<file path="src/rtl/pi_valve_flow_controller_defines.svh">
// Assertion helpers for the controller RTL
`ifndef PI_VALVE_FLOW_CONTROLLER_DEFINES_SVH
`define PI_VALVE_FLOW_CONTROLLER_DEFINES_SVH

// Same-cycle implication, checked outside reset
`define PVFC_ASSERT_NOW(label, ante, cons) \
  label: assert property (@(posedge clk) disable iff (!rst_n) (ante) |-> (cons)) \
    else $error("pvfc check failed");

// Next-cycle implication, checked outside reset
`define PVFC_ASSERT_NEXT(label, ante, cons) \
  label: assert property (@(posedge clk) disable iff (!rst_n) (ante) |=> (cons)) \
    else $error("pvfc check failed");

`endif

</file>
<file path="src/rtl/pvfc_pkg.sv">
package pvfc_pkg;

  typedef enum logic [1:0] {
    DIR_FLOATING = 2'd0,
    DIR_EXTEND   = 2'd1,
    DIR_RETRACT  = 2'd2
  } dir_t;

  typedef enum logic [1:0] {
    REG_P_GAIN        = 2'd0,
    REG_I_GAIN        = 2'd1,
    REG_REVERSE_SENSE = 2'd2
  } reg_idx_t;

  localparam logic [6:0]  FLOW_LIMIT     = 7'd100;
  localparam logic [11:0] P_GAIN_RESET   = 12'd256;
  localparam logic [11:0] I_GAIN_RESET   = 12'd0;
  localparam int          INTEGRAL_LIMIT = 100;

endpackage

</file>
<file path="src/rtl/pi_valve_flow_controller.sv">
// PI valve flow controller with integral anti-windup. Each word carries a
// reference and a measured angle; the block returns one word with the valve
// direction (0 floating, 1 extend, 2 retract) and a flow magnitude saturated
// at 100. A zero error floats the valve and leaves the integral alone;
// otherwise the error is added to an integral held within +/-100. Gains are
// unsigned Q4.8 set over the APB port (p_gain at 0x0, i_gain at 0x4,
// reverse_sense at 0x8); write them only while the block is idle. One word is
// accepted every cycle while the result side does not stall: the input
// register feeds one pass of the error, integral update and two small
// multipliers into the result register, which presents the word's result
// until it is taken. The integral register is updated in that same pass,
// which lets the next word follow at once.
`include "pi_valve_flow_controller_defines.svh"

module pi_valve_flow_controller
  import pvfc_pkg::*;
(
  input  logic               clk,
  input  logic               rst_n,
  // input channel
  input  logic               in_valid,
  output logic               in_stall,
  input  logic signed [15:0] in_reference_angle,
  input  logic signed [15:0] in_measured_angle,
  // result channel
  output logic               out_valid,
  input  logic               out_stall,
  output logic [1:0]         out_drive_direction,
  output logic [6:0]         out_flow_command,
  // configuration
  input  logic               psel,
  input  logic               penable,
  input  logic               pwrite,
  input  logic [3:0]         paddr,
  input  logic [31:0]        pwdata,
  output logic [31:0]        prdata,
  output logic               pready
);

  logic [11:0] p_gain_r;
  logic [11:0] i_gain_r;
  logic        rev_r;

  logic               s1_valid_r;
  logic signed [15:0] ref_r;
  logic signed [15:0] meas_r;

  logic signed [7:0]  integ_r;
  logic signed [7:0]  integ_nxt;

  logic               out_valid_r;
  dir_t               dir_r;
  dir_t               dir_nxt;
  logic [6:0]         flow_r;
  logic [6:0]         flow_nxt;

  logic               out_free;
  logic               s1_fire;
  logic               cfg_wr;
  reg_idx_t           cfg_idx;

  logic signed [16:0] err;
  logic               err_zero;
  logic signed [17:0] integ_sum;
  logic signed [12:0] p_gain_s;
  logic signed [12:0] i_gain_s;
  logic signed [29:0] p_prod;
  logic signed [29:0] p_adj;
  logic signed [21:0] p_term;
  logic signed [21:0] integ_ext;
  logic signed [21:0] i_prod_a;
  logic signed [21:0] i_prod_b;
  logic signed [21:0] i_adj_a;
  logic signed [21:0] i_adj_b;
  logic signed [13:0] i_term_a;
  logic signed [13:0] i_term_b;
  logic signed [22:0] sum_a;
  logic signed [22:0] sum_b;
  logic signed [22:0] sum_sel;
  logic [22:0]        mag;

  // configuration port
  assign pready  = 1'b1;
  assign cfg_wr  = psel && penable && pwrite;
  assign cfg_idx = reg_idx_t'(paddr[3:2]);

  always_comb begin
    case (cfg_idx)
      REG_P_GAIN:        prdata = {20'd0, p_gain_r};
      REG_I_GAIN:        prdata = {20'd0, i_gain_r};
      REG_REVERSE_SENSE: prdata = {31'd0, rev_r};
      default:           prdata = 32'd0;
    endcase
  end

  always_ff @(posedge clk) begin
    if (!rst_n) begin
      p_gain_r <= P_GAIN_RESET;
      i_gain_r <= I_GAIN_RESET;
      rev_r    <= 1'b0;
    end else if (cfg_wr) begin
      case (cfg_idx)
        REG_P_GAIN:        p_gain_r <= pwdata[11:0];
        REG_I_GAIN:        i_gain_r <= pwdata[11:0];
        REG_REVERSE_SENSE: rev_r    <= pwdata[0];
        default:           ;
      endcase
    end
  end

  // handshake: input register advances whenever the result register frees up
  assign out_free = !out_valid_r || !out_stall;
  assign s1_fire  = s1_valid_r && out_free;
  assign in_stall = s1_valid_r && !out_free;

  always_ff @(posedge clk) begin
    if (!rst_n) begin
      s1_valid_r <= 1'b0;
    end else if (!in_stall) begin
      s1_valid_r <= in_valid;
    end
  end

  always_ff @(posedge clk) begin
    if (in_valid && !in_stall) begin
      ref_r  <= in_reference_angle;
      meas_r <= in_measured_angle;
    end
  end

  // error and clamped integral
  always_comb begin
    err       = {ref_r[15], ref_r} - {meas_r[15], meas_r};
    err_zero  = (err == 17'sd0);
    integ_sum = {{10{integ_r[7]}}, integ_r} + {err[16], err};
    if (integ_sum > 18'(INTEGRAL_LIMIT)) begin
      integ_nxt = 8'(INTEGRAL_LIMIT);
    end else if (integ_sum < -18'(INTEGRAL_LIMIT)) begin
      integ_nxt = -8'(INTEGRAL_LIMIT);
    end else begin
      integ_nxt = integ_sum[7:0];
    end
  end

  // P and I terms, each truncated toward zero after the Q4.8 product
  always_comb begin
    p_gain_s  = {1'b0, p_gain_r};
    i_gain_s  = {1'b0, i_gain_r};
    p_prod    = 30'(p_gain_s * err);
    p_adj     = p_prod + (p_prod[29] ? 30'sd255 : 30'sd0);
    p_term    = p_adj[29:8];
    integ_ext = {{14{integ_nxt[7]}}, integ_nxt};
    i_prod_a  = 22'(i_gain_s * integ_nxt);
    // boosted gain adds 1.5 = 384/256: shift-add instead of a third multiplier
    i_prod_b  = i_prod_a + (integ_ext <<< 8) + (integ_ext <<< 7);
    i_adj_a   = i_prod_a + (i_prod_a[21] ? 22'sd255 : 22'sd0);
    i_adj_b   = i_prod_b + (i_prod_b[21] ? 22'sd255 : 22'sd0);
    i_term_a  = i_adj_a[21:8];
    i_term_b  = i_adj_b[21:8];
    sum_a     = {p_term[21], p_term} + {{9{i_term_a[13]}}, i_term_a};
    sum_b     = {p_term[21], p_term} + {{9{i_term_b[13]}}, i_term_b};
  end

  // direction and saturated flow
  always_comb begin
    if (sum_a[22]) begin
      sum_sel = sum_a;
      dir_nxt = rev_r ? DIR_RETRACT : DIR_EXTEND;
    end else begin
      sum_sel = sum_b;
      dir_nxt = rev_r ? DIR_EXTEND : DIR_RETRACT;
    end
    mag = sum_sel[22] ? 23'(-sum_sel) : 23'(sum_sel);
    if (mag > {16'd0, FLOW_LIMIT}) begin
      flow_nxt = FLOW_LIMIT;
    end else begin
      flow_nxt = mag[6:0];
    end
    if (err_zero) begin
      dir_nxt  = DIR_FLOATING;
      flow_nxt = 7'd0;
    end
  end

  always_ff @(posedge clk) begin
    if (!rst_n) begin
      integ_r <= 8'sd0;
    end else if (s1_fire && !err_zero) begin
      integ_r <= integ_nxt;
    end
  end

  always_ff @(posedge clk) begin
    if (!rst_n) begin
      out_valid_r <= 1'b0;
    end else if (out_free) begin
      out_valid_r <= s1_valid_r;
    end
  end

  always_ff @(posedge clk) begin
    if (s1_fire) begin
      dir_r  <= dir_nxt;
      flow_r <= flow_nxt;
    end
  end

  assign out_valid           = out_valid_r;
  assign out_drive_direction = dir_r;
  assign out_flow_command    = flow_r;

  `PVFC_ASSERT_NOW(a_integ_range, 1'b1, (integ_r <= 8'sd100) && (integ_r >= -8'sd100))
  `PVFC_ASSERT_NOW(a_flow_limit, out_valid_r, flow_r <= FLOW_LIMIT)
  `PVFC_ASSERT_NOW(a_float_no_flow, out_valid_r && (dir_r == DIR_FLOATING), flow_r == 7'd0)
  `PVFC_ASSERT_NEXT(a_integ_hold, !s1_fire, integ_r == $past(integ_r))

endmodule

</file>
<file path="config.mk">
export PLATFORM = sky130hd
export DESIGN_NAME = pi_valve_flow_controller
export DESIGN_NICKNAME = d
export VERILOG_FILES = /design/src/rtl/pvfc_pkg.sv /design/src/rtl/pi_valve_flow_controller.sv
export VERILOG_INCLUDE_DIRS = /design/src /design/src/rtl
export SDC_FILE = /design/constraint.sdc
export NUM_CORES = 1
export LEC_CHECK = 0
export ABC_AREA = 0
export BUFFER_PORTS_ARGS = -buffer_cell sky130_fd_sc_hd__buf_2
export CELL_PAD_IN_SITES_DETAIL_PLACEMENT = 0
export CELL_PAD_IN_SITES_GLOBAL_PLACEMENT = 1
export CORE_ASPECT_RATIO = 1.1
export CORE_MARGIN = 1
export CORE_UTILIZATION = 49
export CTS_CLUSTER_DIAMETER = 200
export DETAILED_ROUTE_END_ITERATION = 10
export PLACE_DENSITY_LB_ADDON = 0.1
export SYNTH_ARGS = -nofsm -noshare
export SYNTH_HDL_FRONTEND = slang
export SYNTH_SLANG_ARGS = --single-unit
</file>
<file path="constraint.sdc">
create_clock -name clk -period 20.7 [get_ports clk]
set_input_delay 4.14 -clock clk [delete_from_list [all_inputs] [get_ports clk]]
set_output_delay 4.14 -clock clk [all_outputs]
set_load 0.01 [all_outputs]
</file>
Word-level counts from Yosys, hierarchy flattened
Cells that the tools add are included.

$lt $le $gt $ge: 3. Reductions and logical operators: 18. Muxes and demuxes: 12. Eq/ne operators: 2. $add $sub $neg: 10. Multiply operators: 2.

Operators by type and width (number): adder 22 x 14 -> 23 bit (2); 2-to-1 mux 23 bit (2); 2-to-1 mux 8 bit (5); one-hot mux 12 bit (3 select lines) (1); adder 30 x 9 -> 30 bit (1); multiplier 13 x 17 -> 30 bit (1); > comparator 23 x 7 -> 1 bit, second input constant (1); negator 23 bit (1); adder 21 x 16 -> 22 bit (1); adder 21 x 9 -> 22 bit (1); adder 22 x 15 -> 22 bit (1); adder 22 x 9 -> 22 bit (1); multiplier 13 x 8 -> 21 bit (1); adder 8 x 17 -> 18 bit (1); > comparator 18 x 8 -> 1 bit, second input constant (1); less-than comparator 18 x 8 -> 1 bit, second input constant (1); zero test 17 bit (1); subtractor 16 x 16 -> 17 bit (1); 2-to-1 mux 7 bit (1); logical AND 1 bit (6); 2-to-1 mux 2 bit (3); AND reduction 2 bit (3); zero test 1 bit (5); equality test 2 x 1 -> 1 bit, second input constant (1); other kinds (4) (4).

Input port bits: 75. Logic and storage cells: 58. Register bits: 76.

Depth between registers and ports, before layout
Word-level depth: 16. Gate-level depth with buffers: 75. Depth with buffers taken out: 70.

Worst setup path after synthesis
No wires, ideal clock.

Kind: register to register. From: register meas_r[0]. To: register flow_r[2], in the netlist out_flow_command[2] (data pin). Cell stages (with the launch flop): 67. Setup slack: 4.826 ns. Buffers on the path: 4. Required time: 20.437 ns. Arrival: 15.611 ns. Path through: edfxtp_1 > ha_1 > fa_1 > nor2b_1 > o21ai_1 > a21boi_1 > o21ai_1 > o2bb2ai_1 > o211ai_1 > xor2_1 > clkbuf_1 > ha_1 > a21oi_1 > o21ai_2 > a2111oi_0 > nor2_1 > xor2_1 > o31ai_1 > [31 not listed] > ha_1 > a21oi_1 > o211a_2 > a21oi_2 > o211a_4 > nor2_1 > clkbuf_1 > mux2i_1 > ha_1 > nand2_1 > or3_1 > or4_1 > o31ai_4 > a211o_1 > o2111ai_1 > nor4_2 > and3_1 > a21oi_1.

Cells in the longest elaborated chain, start to end: 16.

RTL lines: from (decl) (RTL line pi_valve_flow_controller.sv:46) `logic signed [15:0] meas_r;`; from (signal assigned) (RTL line pi_valve_flow_controller.sv:127) `meas_r <= in_measured_angle;`; subtractor 16 x 16 -> 17 bit * (RTL line pi_valve_flow_controller.sv:133) `err = {ref_r[15], ref_r} - {meas_r[15], meas_r};`; adder 8 x 17 -> 18 bit * (RTL line pi_valve_flow_controller.sv:135) `integ_sum = {{10{integ_r[7]}}, integ_r} + {err[16], err};`; less-than comparator 18 x 8 -> 1 bit (RTL line pi_valve_flow_controller.sv:138) `end else if (integ_sum < -18'(INTEGRAL_LIMIT)) begin`; 2-to-1 mux 8 bit (RTL line pi_valve_flow_controller.sv:138); 2-to-1 mux 8 bit * (RTL line pi_valve_flow_controller.sv:136) `if (integ_sum > 18'(INTEGRAL_LIMIT)) begin`; named net integ_nxt[6] (RTL line pi_valve_flow_controller.sv:49) `logic signed [7:0] integ_nxt;`; multiplier 13 x 8 -> 21 bit (RTL line pi_valve_flow_controller.sv:153) `i_prod_a = 22'(i_gain_s * integ_nxt);`; adder 21 x 16 -> 22 bit (RTL line pi_valve_flow_controller.sv:155) `i_prod_b = i_prod_a + (integ_ext <<< 8) + (integ_ext <<< 7);`; adder 22 x 15 -> 22 bit (RTL line pi_valve_flow_controller.sv:155); 2-to-1 mux 8 bit (RTL line pi_valve_flow_controller.sv:157) `i_adj_b = i_prod_b + (i_prod_b[21] ? 22'sd255 : 22'sd0);`; adder 22 x 9 -> 22 bit (RTL line pi_valve_flow_controller.sv:157); adder 22 x 14 -> 23 bit (RTL line pi_valve_flow_controller.sv:161) `sum_b = {p_term[21], p_term} + {{9{i_term_b[13]}}, i_term_b};`; 2-to-1 mux 23 bit * (RTL line pi_valve_flow_controller.sv:166) `if (sum_a[22]) begin`; negator 23 bit (RTL line pi_valve_flow_controller.sv:173) `mag = sum_sel[22] ? 23'(-sum_sel) : 23'(sum_sel);`; 2-to-1 mux 23 bit * (RTL line pi_valve_flow_controller.sv:173); > comparator 23 x 7 -> 1 bit (RTL line pi_valve_flow_controller.sv:174) `if (mag > {16'd0, FLOW_LIMIT}) begin`; 2-to-1 mux 7 bit * (RTL line pi_valve_flow_controller.sv:174); to (signal assigned) (RTL line pi_valve_flow_controller.sv:204) `flow_r <= flow_nxt;`; to (decl) (RTL line pi_valve_flow_controller.sv:54) `logic [6:0] flow_r;`.

Mark *: on every way through the listed nets, which the timed path passes. The rest lies on a longest branch. A chain may end at the register's enable or synchronous reset.

Worst setup path in the final report
From: register meas_r[0]. To: register flow_r[0], in the netlist out_flow_command[0] (data pin).

Cells in the longest elaborated chain, start to end: 16.

RTL lines (RTL line): subtractor 16 x 16 -> 17 bit * (pi_valve_flow_controller.sv:133); adder 8 x 17 -> 18 bit * (pi_valve_flow_controller.sv:135); less-than comparator 18 x 8 -> 1 bit (pi_valve_flow_controller.sv:138); 2-to-1 mux 8 bit (pi_valve_flow_controller.sv:138); 2-to-1 mux 8 bit * (pi_valve_flow_controller.sv:136); named net integ_nxt[7] (pi_valve_flow_controller.sv:49); multiplier 13 x 8 -> 21 bit (pi_valve_flow_controller.sv:153); adder 21 x 16 -> 22 bit (pi_valve_flow_controller.sv:155); adder 22 x 15 -> 22 bit (pi_valve_flow_controller.sv:155); 2-to-1 mux 8 bit (pi_valve_flow_controller.sv:157); adder 22 x 9 -> 22 bit (pi_valve_flow_controller.sv:157); adder 22 x 14 -> 23 bit (pi_valve_flow_controller.sv:161); 2-to-1 mux 23 bit * (pi_valve_flow_controller.sv:166); negator 23 bit (pi_valve_flow_controller.sv:173); 2-to-1 mux 23 bit * (pi_valve_flow_controller.sv:173); > comparator 23 x 7 -> 1 bit (pi_valve_flow_controller.sv:174); OR reduction 2 bit (no source line).

Marked as above.

==> impl_metrics.json <==
{
  "outcome": "finished clean",
  "antenna_found_initial": 0,
  "die_w_microns": 207.1,
  "syn_avg_cell_area_sq_um": 8.227,
  "crit_family": "compound AO/OA/AOI/OAI gates",
  "synth_seq_cells": 76,
  "dp_hpwl_microns": 51350,
  "maxCapViolCount": 0,
  "fin_crit_sh": 0.9090,
  "rows": 82,
  "end_kind": "flip-flop",
  "worstMarginPinSlew_ns": 1.130,
  "cts_hold_buf": 0,
  "post_cts_buffers": 0,
  "crit_start": "meas_r[0]",
  "routedWlPerCell_microns": 18.57,
  "rr_endpoint": "out_flow_command[0]",
  "drtPass1Iterations": 5,
  "fill_cells": 4349,
  "wl_microns": 62300,
  "hp-class": "reg -> reg",
  "ys.flop_type": "edfxtp_1",
  "fmax_mhz": 53.15,
  "skew_ns": 0.01212,
  "r2r-start": "meas_r[0]",
  "die_h_microns": 227.6,
  "cts_max_path_buffers": 2,
  "cts_tree": "yes",
  "nets": 3330,
  "cts_sinks": 76,
  "synth-async-reset-ratio": 0,
  "syn_inst": 2756,
  "synth_largest_area_cell": "fa_1",
  "yosys.area.top_type_share": 0.2305,
  "start_util": 0.4966,
  "area.sequential_sq_um": 1932,
  "hp-start": "integ_r[4]",
  "vias": 19160,
  "cts_root_buffer": "clkbuf_16",
  "startpoint_type": "flip-flop",
  "ys_top_cells_by_area": "fa_1 23%, ha_1 13%, inv_1 6.3%",
  "n_antenna_cell": 0,
  "port_buffers": 75,
  "grt_max_degree": 36,
  "drv_slew": 0,
  "fin_util": 0.5209,
  "grtUsageTotal": 0.2704,
  "first_iter_violations": 1164,
  "path_max_fanout": 16,
  "drc": 0,
  "gp_congestion": 0.9193,
  "yosys_warnings": 0,
  "relSlewSlack": 0.2369,
  "fin_crit_ns": 18.82,
  "holdWs_ns": 0.5004,
  "die_area_sq_um": 47140,
  "clkTransAtPathRegs_ns": 0.07,
  "grt_pass1_wl_microns": 102300,
  "cp.arrival_ns": 18.97,
  "critPathBufInv": 5,
  "cp_slowest_cell": "xnor2_1",
  "vias_per_cell": 5.714,
  "synth_edf_count": 41,
  "cts.htree.levels": 3,
  "overflow": 0,
  "ant_nets": 0,
  "critPathCapture": "out_flow_command[0]",
  "grt_pass1_vias": 19590,
  "rsz0062_at_grt": "false",
  "coreArea_sq_um": 45660,
  "finalSetupViolCount": 0,
  "rrSetupSlack_ns": 1.88,
  "cp_data_required_time_ns": 20.85,
  "layout_common_cells": "383 x inv_1, 261 x fa_1, 247 x nand2_1",
  "numCtsBuffers": 9,
  "insertion_delay_ns": 0.36,
  "hold_viol": 0,
  "path_class": "reg -> reg",
  "syn_area_sq_um": 22670,
  "area_growth_pct": 4.901,
  "crit_path_max_incr_delay_ns": 0.80,
  "r2r_cells": 63,
  "crit_cells": 63,
  "postCtsResizedCells": 0,
  "multiInputGateArea_sq_um": 18790,
  "yosysUniqueCellTypes": 107,
  "final_common_cell": "inv_1",
  "ios": 119,
  "crit_top_cell": "ha_1",
  "ys_seq_area_frac": 0.08521,
  "fin_tns_setup_ns": 0,
  "drive_above_1_share": 0.06797
}
==> tightest hold or removal path, delay by kind of cell (launching register included) <==
| family | cells | cell delay [ns] |
|---|---|---|
| DFF | 1 | 0.32 |
| AOI/OAI and AO/OA | 2 | 0.13 |
==> cells by family (layout without fill, tap and decap cells) <==
kind of cell    count (synthesis)  in the layout  share of synthesized area
simple gates                  946            946                     0.2232
compound gates                532            532                     0.1635
buf+inv                       511            502                    0.09017
fa+ha+maj                     494            494                     0.3590
xor+xnor                      148            148                    0.05750
flops                          76             76                    0.08520
mux                            47             47                    0.02108
other cells                     2             21                  0.0003312
==> synthesized netlist by cell type, types with 13 or more instances <==
master / number
a2111oi_0: 13
a211o_1: 15
a211oi_1: 31
a21boi_0: 19
a21o_1: 47
a21oi_1: 127
a31oi_1: 15
and2_1: 168
and3_1: 22
buf_4: 23
clkbuf_1: 81
dfxtp_1: 35
edfxtp_1: 41
fa_1: 261
ha_1: 233
inv_1: 383
mux2i_1: 41
nand2_1: 247
nand2b_1: 19
nand3_1: 54
nand4_1: 34
nor2_1: 136
nor2b_1: 58
nor3_1: 58
nor3b_1: 21
nor4_1: 24
o211ai_1: 21
o21a_1: 28
o21ai_0: 70
o21ai_1: 14
or2_2: 15
or3_1: 19
xnor2_1: 87
xor2_1: 60
==> metal layers <==
layer / wire (microns) / GRT usage / part of all wire
met2: 30020 / 0.4817 / 0.48
met4: 1050 / 0.05609 / 0.017
met3: 2163 / 0.01862 / 0.035
met1: 29060 / 0.3617 / 0.47
met5: 0 / 0 / 0
==> layout make-up <==
type,count,area share
clock buffers,9,0.009469
clock inverters,7,0.003367
inverters,385,0.06097
multi-input cells,2188,0.7900
flip-flops and latches,76,0.08122
well taps,588,0.03093
repair buffers,101,0.02399
==> how the worst min path moves through the flow <==
stage          slack, ns         end  cells after the start
5_1_grt             0.53  integ_r[4]                      2
2_1_floorplan       0.46  integ_r[4]                      2
6_report            0.50  integ_r[4]                      2
3_3_place_gp        0.48  integ_r[4]                      2
4_1_cts             0.50  integ_r[4]                      2
3_5_place_dp        0.49  integ_r[4]                      2
==> state kept, by name (all words and copies together), names as in the netlist <==
register             cells
out_valid                1
ref_r                   16
integ_r                  8
s1_valid_r               1
p_gain_r                12
i_gain_r                12
out_flow_command         7
out_drive_direction      2
rev_r                    1
meas_r                  16
==> per-stage QoR <==
stage          instance area [sq um]  setup WS [ns]  instances
2_1_floorplan                  22740          4.826       2775
4_1_cts                        23780          1.819       3354
3_5_place_dp                   23480          1.874       3338
5_1_grt                        23780         0.4622       3354
6_report                       23780          1.884       3354
3_3_place_gp                   23480          2.090       3338
Power is left out: the tool's default activity adds up to more than one toggle a clock period on the data nets, which glitch-free logic cannot reach.
